--- config.mk ---
export PLATFORM = sky130hd
export DESIGN_NAME = uimtf_ctrl
export DESIGN_NICKNAME = d
export VERILOG_FILES = /design/src/sv/uimtf_pkg.sv /design/src/sv/uimtf_ctrl.sv
export SDC_FILE = /design/constraint.sdc
export NUM_CORES = 1
export LEC_CHECK = 0
export ABC_AREA = 1
export BUFFER_PORTS_ARGS = -buffer_cell sky130_fd_sc_hd__buf_2
export CAP_MARGIN = 25
export CORE_AREA = 2 2 39 41
export DETAILED_ROUTE_END_ITERATION = 8
export DIE_AREA = 0 0 41 43
export GPL_TIMING_DRIVEN = 0
export PLACE_DENSITY_LB_ADDON = 0.3
export SYNTH_ARGS = -nofsm -noshare
export SYNTH_HDL_FRONTEND = slang
export SYNTH_SLANG_ARGS = --single-unit
export TNS_END_PERCENT = 20
--- constraint.sdc ---
create_clock -name clock -period 1 [get_ports clock]
set_clock_uncertainty 0.15 [all_clocks]
set_input_delay 0.1 -clock clock [delete_from_list [all_inputs] [get_ports clock]]
set_output_delay 0.1 -clock clock [all_outputs]
set_load 0.02 [all_outputs]
--- src/sv/uimtf_pkg.sv ---
`default_nettype none
package uimtf_pkg;

   localparam int DEPTH     = 16;
   localparam int PARADIGMS = 8;

   localparam int IDX_W  = $clog2(DEPTH);
   localparam int FILL_W = $clog2(DEPTH + 1);

   localparam logic [2:0] MODE_FIND  = 3'd0;
   localparam logic [2:0] MODE_PUSH  = 3'd1;
   localparam logic [2:0] MODE_POP   = 3'd2;
   localparam logic [2:0] MODE_CLEAR = 3'd3;
   localparam logic [2:0] MODE_MARK  = 3'd4;

   localparam logic [1:0] STATUS_OK    = 2'd0;
   localparam logic [1:0] STATUS_EMPTY = 2'd1;
   localparam logic [1:0] STATUS_FULL  = 2'd2;

   typedef logic [PARADIGMS-1:0] flag_type;
   typedef logic [DEPTH-1:0]     match_type;

   typedef struct packed {
      logic capture;   // item accepted: latch fields and hit vector
      logic update;    // apply the operation, load the result register
   } cmd_type;

endpackage
`default_nettype wire

--- src/sv/uimtf_ctrl.sv ---
`default_nettype none
module uimtf_ctrl (
   input  wire                 clock,
   input  wire                 reset,
   input  wire                 req_tvalid,
   output logic                req_tready,
   output logic                rsp_tvalid,
   input  wire                 rsp_tready,
   output uimtf_pkg::cmd_type  cmd
);
   import uimtf_pkg::*;

   localparam logic S_IDLE = 1'b0;
   localparam logic S_UPD  = 1'b1;

   logic state_ff, state_in;
   logic rsp_valid_ff, rsp_valid_in;
   logic accept, update;

   // no item taken while reset is held
   assign req_tready = (state_ff == S_IDLE) && !reset;
   assign rsp_tvalid = rsp_valid_ff;
   assign accept     = req_tvalid && req_tready;
   // result slot must be free (or draining this cycle) before we overwrite it
   assign update     = (state_ff == S_UPD) && (!rsp_valid_ff || rsp_tready);

   assign cmd.capture = accept;
   assign cmd.update  = update;

   always_comb begin
      state_in = state_ff;
      unique case (state_ff)
         S_IDLE: if (accept) state_in = S_UPD;
         S_UPD:  if (update) state_in = S_IDLE;
         default: state_in = S_IDLE;
      endcase
   end

   always_comb begin
      rsp_valid_in = rsp_valid_ff;
      if (update) begin
         rsp_valid_in = 1'b1;
      end else if (rsp_tready) begin
         rsp_valid_in = 1'b0;
      end
   end

   always_ff @(posedge clock) begin
      if (reset) begin
         state_ff     <= S_IDLE;
         rsp_valid_ff <= 1'b0;
      end else begin
         state_ff     <= state_in;
         rsp_valid_ff <= rsp_valid_in;
      end
   end

endmodule
`default_nettype wire

==> results of run 1 <==
final timing paths:
check                                              from                      end  slack [ns]  cells after the start
worst max register to register      state_ff$_SDFF_PP0_      state_ff$_SDFF_PP0_       -0.08                      6
worst max-delay path            rsp_tvalid$_SDFFE_PP0P_                   cmd[0]       -0.09                      4
worst min-delay path                              reset  rsp_tvalid$_SDFFE_PP0P_        0.03                      4
worst min register to register      state_ff$_SDFF_PP0_  rsp_tvalid$_SDFFE_PP0P_        0.43                      4
layer usage:
metal | part of all wire, % | GRT usage, % | vias up
met2 | 53 | 3.750 | 5
li1 | - | - | 71
met4 | 0 | 8.000 | 0
met3 | 8.6 | 4.712 | 0
met1 | 38 | 3.185 | 58
met5 | 0 | 0 | -
per-stage QoR:
step	std cells	hold slack (ns)	total power, mW	worst slack [ns]
2_1_floorplan	18	0.07077	0.1268	-0.04674
3_3_place_gp	41	0.1742	0.1457	-0.06633
3_5_place_dp	41	0.1736	0.1456	-0.06084
4_1_cts	46	0.02663	0.3478	-0.1280
5_1_grt	46	0.04069	0.3730	-0.1410
6_report	46	0.03082	0.3350	-0.08640
state kept, by name, summed over array words and instances (netlist names):
| signal | count |
|---|---|
| rsp_tvalid | 1 |
| state_ff | 1 |
worst max-delay path, cell delays in order, from the launching register on:
cell and delay [ns]:
dfxtp_2 0.31, inv_2 0.06, nor2_4 0.03, nor2_2 0.10, buf_6 0.12
synthesized netlist by cell type:
cell / count / area (um2)
inv_1: 5 / 18.77
nand2_1: 3 / 11.26
buf_4: 2 / 15.01
dfxtp_1: 2 / 40.04
nand2_2: 2 / 12.51
nor2_1: 2 / 7.510
nor2_2: 2 / 12.51
power groups by stage:
| stage | registers, mW | logic, mW | clock network, mW |
|---|---|---|---|
| 2_1_floorplan | 0.0930 | 0.0338 | 0 |
| 5_1_grt | 0.0909 | 0.0799 | 0.202 |
| 3_3_place_gp | 0.0898 | 0.0559 | 0 |
| 4_1_cts | 0.0906 | 0.0753 | 0.182 |
| 6_report | 0.0906 | 0.0741 | 0.170 |
| 3_5_place_dp | 0.0897 | 0.0560 | 0 |
final cells by class:
class / instances / area share [%]
clock buffers: 3 / 9.375
inverters: 5 / 7.813
multi-input cells: 9 / 24.48
flip-flops and latches: 2 / 17.71
well taps: 16 / 8.333
repair buffers: 11 / 32.29
cells by family (layout without fill, tap and decap cells):
group,after synthesis,count (layout),synth area share (%)
flip-flops,2,2,34.04
AND/OR/NAND/NOR,9,9,37.23
buffers and inverters,7,19,28.72
timing repair:
item | 4_1_cts | 5_1_grt
buffers inserted | 4 | 0
setup endpoints to repair | 3 | 4
pin swaps | 4 | 3
resized for setup | 11 | 0
cell usage in the layout, fill, tap and decap left out:
cell type / count
inv_1: 3
nor2_2: 2
nand2_1: 3
inv_2: 2
nand2_2: 2
buf_2: 5
dfxtp_2: 2
clkbuf_4: 3
nor2_4: 2
buf_6: 2
buf_4: 4
==> results.md, run 1 <==
- Status: complete, but fails checks
- Failing checks: negative setup slack
- Yosys reg bits: 2
- Vias in the first global route: 111
- CTS Buffer Depth: 2
- Mapped Area: 117.6 um2
- Hold Buf Count CTS: 0
- Placeable Area: 1384 um2
- Syn Inst Count: 18
- CP Data Required Time: 0.75 ns
- # fillers: 161
- Initial antenna violation count: 0
- Final setup vio count: 4
- # diodes: 0
- GRT Total Usage: 4.304%
- Final Util: 17.36%
- Max VDD drop: 399.4 uV
- Synth-to-layout area growth: 104.3%
- Die area: 1763 um2
- Multi-input logic area: 58.81 um2
- Drt wl/cell: 5.587 um
- Sw Share: 23.99%
- Period utilization: 108.6%
- Critical path arrival: 0.84 ns
- Vias post-DR: 134
- Fmax: 0.9205 GHz
- Seq pwr share: 27.1%
- Final min period: 1.086 ns
- Worst Path Max Fanout: 2
- Rel. slew slack: 92.70%
- Mean Syn Cell Area: 6.534 um2
- CP startpoint kind: flip-flop
- Setup TNS: -0.2948 ns
- Clk network pwr share: 50.8%
- Max-cap violations: 0
- Die Span Y: 43 um
- Initial drt markers: 0
- Antenna violation net count after detailed routing: 0
- Gr ovfl total: 0
- Maximum number of pins on one net before global-route repair: 4
- GP Congestion: 0.5645
- PD cells: 1394 nW/um2
- Placement Cell Area: 173.9 um2
- Clock transition at the registers of the reported paths: 0.03 ns
- Clock sink count: 2
- Drt via density: 2.913
- IO buf count: 7
- CTS tree: done
- Clock Latency Late Sink: 0.22 ns
- CTS Buf Count: 3
- Root buf cell: clkbuf_4
- Synth cell types: 7
- Critical path class: reg -> out
- P_sw: 0.08035 mW
- Synth warnings: 0
- First-pass GRT wire length: 386 um
- Worst setup EP type: primary output
- Internal: 0.2546 mW
- Layout cells sized above 1: 80.00%
- Nets: 36
- Final-report max-slew violation count: 0
- Design area: 240.2 um2
- Worst slew pin tran: 0.1102 ns
- Mapped Nets: 22
- Die Span X: 41 um
- FF+latch area: 42.54 um2
- Final Hold Fails: 0
- CTS H-tree depth: 1
- Sequential share of the synthesized area: 34.04%
- I/O pin count: 8
- DRC viols: 0
- Worst hold path class: in -> reg
- Comb pwr share: 22.1%
- Worst Slack Setup Final: -0.08640 ns
- Detailed Route WL: 257 um
- 1st-pass router iterations: 1
- Pleak: 0.1259 nW
- RSZ-0062 raised after global routing: yes
- Cell Rows: 14
- Initial Util: 8.499%
Power figures use the tool's default switching activity.
==> run 2, diff against run 1 <==
--- a/config.mk
+++ b/config.mk
@@ -6,11 +6,11 @@
 export NUM_CORES = 1
 export LEC_CHECK = 0
 export ABC_AREA = 1
-export BUFFER_PORTS_ARGS = -buffer_cell sky130_fd_sc_hd__buf_2
 export CAP_MARGIN = 25
 export CORE_AREA = 2 2 39 41
 export DETAILED_ROUTE_END_ITERATION = 8
 export DIE_AREA = 0 0 41 43
+export DONT_BUFFER_PORTS = 1
 export GPL_TIMING_DRIVEN = 0
 export PLACE_DENSITY_LB_ADDON = 0.3
 export SYNTH_ARGS = -nofsm -noshare
==> run 2 against run 1 <==
Effect of this change:
- clock-buffer cell count unchanged
- fmax decreased by 11%
- critical path type unchanged
- highest routed layer unchanged
- the flow finishes with violations (negative hold slack, negative setup slack)
- core utilization decreased by 1.4 points
- critical path depth unchanged
==> results.md, run 2 (synthesis gave the netlist of run 1 again) <==
- Status: complete, but fails checks
- Failing checks: negative hold slack, negative setup slack
- Root buf cell: clkbuf_4
- Seq pwr share: 28.5%
- Dpl ws: -0.1026 ns
- Maximum number of pins on one net before global-route repair: 4
- Clock Latency Late Sink: 0.22 ns
- Vias in the first global route: 116
- Crit-path slowest cell: dfxtp_2
- Initial Util: 8.499%
- Sw Share: 24.15%
- Nets: 32
- Wl on met1: 125 um
- Worst reg-to-reg path cell count: 6
- CTS tree: done
- Highest Signal Layer: met3
- Max-cap violations: 0
- R2R Setup Slk: -0.21 ns
- Die Span Y: 43 um
- Clock transition at the registers of the reported paths: 0.03 ns
- WP buf/inv: 2
- Antenna violation net count after detailed routing: 0
- CP top delay family: flip-flops
- Final setup vio count: 3
- PD cells: 1473 nW/um2
- RSZ-0062 raised after global routing: yes
- Vias post-DR: 117
- Critical path class: reg -> out
- Levels on crit path: 4
- I/O pin count: 8
- GP Congestion: 0.5424
- Initial antenna violation count: 0
- Hold depth: 4
- Design area: 221.5 um2
- Final Util: 16.00%
- Max VDD drop: 453.7 uV
- Placement Cell Area: 138.9 um2
- Met2 WL: 128 um
- Worst hold start: rsp_tready
- CTS Buf Count: 3
- RR Startpoint: state_ff$_SDFF_PP0_
- Final-report max-slew violation count: 0
- Die area: 1763 um2
- Worst hold path class: in -> reg
- Cell Rows: 14
- Drt via density: 2.786
- IO buf count: 0
- Met3 Routed Length: 14 um
- Worst-path cell chain: nor2_4 > nand2_2 > inv_2 > buf_6
- Hold WS: -0.01380 ns
- Die Span X: 41 um
- Fmax: 0.8234 GHz
- Hold Buf Count CTS: 1
- Critical path arrival: 0.96 ns
- Final Hold Fails: 1
- Comb pwr share: 18.1%
- Initial drt markers: 1
- Clock sink count: 2
- Internal: 0.2475 mW
- Clk network pwr share: 53.4%
- PnR Total Power: 0.3263 mW
- Crit path largest cell delay: 0.32 ns
- Synth-to-layout area growth: 88.30%
- First-pass GRT wire length: 455 um
- 1st-pass router iterations: 2
- Commonest non-fill, non-tap cell in the layout: buf_4
- Placeable Area: 1384 um2
- Final min period: 1.215 ns
- Post-DP HPWL: 195.9 um
- # diodes: 0
- Gr ovfl total: 0
- Period utilization: 121.5%
- Worst slew pin tran: 0.1957 ns
- CTS H-tree depth: 1
- GRT Total Usage: 4.910%
- Crit path launch: state_ff$_SDFF_PP0_
- Rel. slew slack: 86.92%
- CP Data Required Time: 0.75 ns
- Worst Path Max Fanout: 2
- Worst Slack Setup Final: -0.2145 ns
- Layout cells sized above 1: 69.23%
- CP startpoint kind: flip-flop
- DRC viols: 0
- Drt wl/cell: 6.357 um
- P_sw: 0.07881 mW
- Pleak: 0.1069 nW
- Detailed Route WL: 267 um
- Most frequent cells in the layout: buf_4 (5), inv_1 (3), nand2_1 (3), clkbuf_4 (3)
- CTS Buffer Depth: 2
- Worst setup EP type: primary output
## run 2: path summary, 6_finish.rpt
kind / end
max reg2reg: state_ff$_SDFF_PP0_
min reg2reg: rsp_tvalid$_SDFFE_PP0P_
min: rsp_tvalid$_SDFFE_PP0P_
max: cmd[1]
## run 2: cell type report
type,instances,area [um2]
plain buffers,2,18.77
clock buffers,3,22.52
fillers,150,1162
inverters,5,18.77
multi-input cells,9,56.30
flip-flops and latches,2,45.04
well taps,16,20.02
repair buffers,5,40.04
## run 2: worst reg2reg max path: stages, from the launching register on
cell and delay [ns]:
dfxtp_2 0.32, nor2_4 0.17, nand2_2 0.09, buf_4 0.13, buf_4 0.11, buf_4 0.12
nand2_2 0.05
## run 2: routing by layer
layer,track usage [%],up-vias
li1,-,65
met1,4.473,47
met2,4.375,5
met3,4.712,0
met4,8.000,0
met5,0,-
## run 2: power groups by stage
stage | Combinational (mW) | Clock (mW) | Sequential (mW)
6_report | 0.0590 | 0.174 | 0.0930
5_1_grt | 0.0636 | 0.208 | 0.0936
4_1_cts | 0.0551 | 0.184 | 0.0927
3_5_place_dp | 0.0369 | 0 | 0.0935
3_3_place_gp | 0.0369 | 0 | 0.0935
2_1_floorplan | 0.0338 | 0 | 0.0930
## run 2: stage by stage
step           setup TNS (ns)  std cells
2_1_floorplan        -0.04674         18
3_3_place_gp          -0.1568         34
3_5_place_dp          -0.1560         34
4_1_cts               -0.6999         41
5_1_grt               -0.7604         42
6_report              -0.6036         42
## run 2: repair_timing
action,4_1_cts,5_1_grt
resized for setup,6,2
pin swaps,2,2
hold endpoints to repair,2,2
endpoints found under the setup margin,3,4
setup buffers,3,1
==> run 3, diff against run 2 <==
==> constraint.sdc (replaced) <==
create_clock -name clock -period 1.1 [get_ports clock]
set_clock_uncertainty 0.15 [all_clocks]
set_input_delay 0.11 -clock clock [delete_from_list [all_inputs] [get_ports clock]]
set_output_delay 0.11 -clock clock [all_outputs]
set_load 0.1 [all_outputs]
==> run 3 against run 2 <==
Effect of this change:
- the run still ends with negative hold slack, negative setup slack left
- clock power decreased by 10%
- routed wire length is 6.4% lower
- sequential power increased by 7.1%
- critical endpoint unchanged
- highest routed layer unchanged
==> results.md, run 3 (synthesis gave the netlist of run 1 again) <==
- Worst r2r dst: state_ff$_SDFF_PP0_
- Drt via density: 2.769
- Setup TNS: -1.355 ns
- FF+latch area: 45.04 um2
- Period utilization: 153.8%
- Crit path largest cell delay: 0.49 ns
- Initial antenna violation count: 0
- Critical path arrival: 1.43 ns
- 1st-pass router iterations: 1
- CTS Buf Count: 3
- Critical path class: reg -> out
- # fillers: 169
- Critical Path Sink: cmd[1]
- Status: complete, but fails checks
- Final Hold Fails: 2
- # diodes: 0
- Final setup vio count: 4
- RSZ-0062 raised after global routing: yes
- Root buf cell: clkbuf_4
- Initial Util: 8.499%
- Nets: 29
- Worst Path Max Fanout: 2
- CTS tree: done
- Detailed Route WL: 250 um
- Clock sink count: 2
- Worst reg-to-reg path cell count: 4
- IO buf count: 0
- Most frequent cells in the layout: inv_1 (3), nand2_1 (3), clkbuf_4 (3), nor2_4 (2), nand2_2 (2)
- Dpl cells: 34
- CTS H-tree depth: 1
- Final-report max-slew violation count: 0
- Vias in the first global route: 130
- Cell Rows: 14
- Vias post-DR: 108
- Worst slew pin tran: 0.6368 ns
- Placement Cell Area: 157.7 um2
- CP Data Required Time: 0.84 ns
- Clock Latency Late Sink: 0.22 ns
- Layout Cells excl Fill: 39
- Multi-input logic area: 56.30 um2
- First-pass GRT wire length: 462 um
- Worst setup EP type: primary output
- Design area: 214.0 um2
- PD cells: 1652 nW/um2
- CTS Buffer Depth: 2
- Worst hold path class: in -> reg
- Hold Buf Count CTS: 1
- Die area: 1763 um2
- WP buf/inv: 2
- Synth-to-layout area growth: 81.91%
- GRT Total Usage: 4.609%
- CP top delay family: simple AND/OR/NAND/NOR gates
- Worst Slack Setup Final: -0.5915 ns
- Max-cap violations: 0
- Hold WS: -0.1108 ns
- Gr ovfl total: 0
- R2R Setup Slk: -0.27 ns
- Crit-path slowest cell: nor2_4
- Max VDD drop: 396.5 uV
- Fmax: 0.5912 GHz
- Die Span X: 41 um
- CP startpoint kind: flip-flop
- RR Startpoint: state_ff$_SDFF_PP0_
- Rel. slew slack: 57.44%
- Failing checks: negative hold slack, negative setup slack
- Worst-path cell chain: nor2_4 > nand2_2 > inv_2 > buf_12
- Placeable Area: 1384 um2
- Initial drt markers: 0
- Drt wl/cell: 6.410 um
- GP Congestion: 0.5750
- I/O pin count: 8
- Layout cells sized above 1: 65.22%
- Final min period: 1.691 ns
- Crit path launch: state_ff$_SDFF_PP0_
- Die Span Y: 43 um
- Clock transition at the registers of the reported paths: 0.03 ns
- Worst hold start: rsp_tready
- DRC viols: 0
- Final Util: 15.46%
- Pleak: 0.09743 nW
- Levels on crit path: 4
- Antenna violation net count after detailed routing: 0
- Maximum number of pins on one net before global-route repair: 4
- Post-DP HPWL: 202.1 um
[run 3: changes by cell type in the layout (fill, tap and decap cells not counted)]
cell | previous run | this run
buf_4 | 5 | 1
buf_12 | 0 | 1
inv_2 | 2 | 1
inv_4 | 0 | 1
[run 3: repair_timing]
item | 4_1_cts | 5_1_grt
pin swaps | 2 | 0
setup endpoints to repair | 6 | 5
buffers inserted | 1 | 0
gates resized for setup | 3 | 3
endpoints found under the hold margin | 2 | 2
[run 3: through the flow]
| stage | setup WS (ns) | power (mW) | hold WS [ns] |
|---|---|---|---|
| detailed placement | -0.4115 | 0.1875 | 0.1021 |
| CTS | -0.6098 | 0.3613 | -0.1030 |
| global route | -0.6390 | 0.3762 | -0.08936 |
| floorplan | -0.3719 | 0.1836 | 0.08443 |
| global placement | -0.4130 | 0.1875 | 0.1030 |
| finish | -0.5915 | 0.3534 | -0.1108 |
[run 3: worst reg2reg max path, cell delays in order, from the launching register on]
cell and delay [ns]:
dfxtp_2 0.32, nor2_4 0.49, nand2_2 0.13, buf_4 0.17, nand2_2 0.05
[run 3: how the worst min path moves through the flow]
stage | to | depth (start not counted) | slack (ns)
floorplan | state_ff$_SDFF_PP0_ | 2 | 0.08
global route | state_ff$_SDFF_PP0_ | 3 | -0.09
detailed placement | state_ff$_SDFF_PP0_ | 2 | 0.10
CTS | rsp_tvalid$_SDFFE_PP0P_ | 3 | -0.10
finish | rsp_tvalid$_SDFFE_PP0P_ | 3 | -0.11
global placement | state_ff$_SDFF_PP0_ | 2 | 0.10
[run 3: layout make-up]
| class | instances | area share [%] |
|---|---|---|
| clock buffers | 3 | 10.53 |
| repair buffers | 2 | 8.187 |
| inverters | 5 | 9.942 |
| multi-input cells | 9 | 26.32 |
| plain buffers | 2 | 14.62 |
| well taps | 16 | 9.357 |
| flip-flops and latches | 2 | 21.05 |
[run 3: routing by layer]
metal	global-route usage (%)	routed length (um)	vias up
met5	0	0	-
met4	6.000	0	0
li1	-	-	57
met3	3.141	19	0
met2	5.625	152	3
met1	4.153	78	48
[run 3: report_power, final]
part | leakage, nW | switching (mW) | total, mW | internal [mW]
registers | 0.0175 | 0.0217 | 0.0996 | 0.0779
clock network | 0.0138 | 0.0363 | 0.156 | 0.120
logic | 0.0661 | 0.0710 | 0.0976 | 0.0267
total | 0.0974 | 0.129 | 0.353 | 0.224
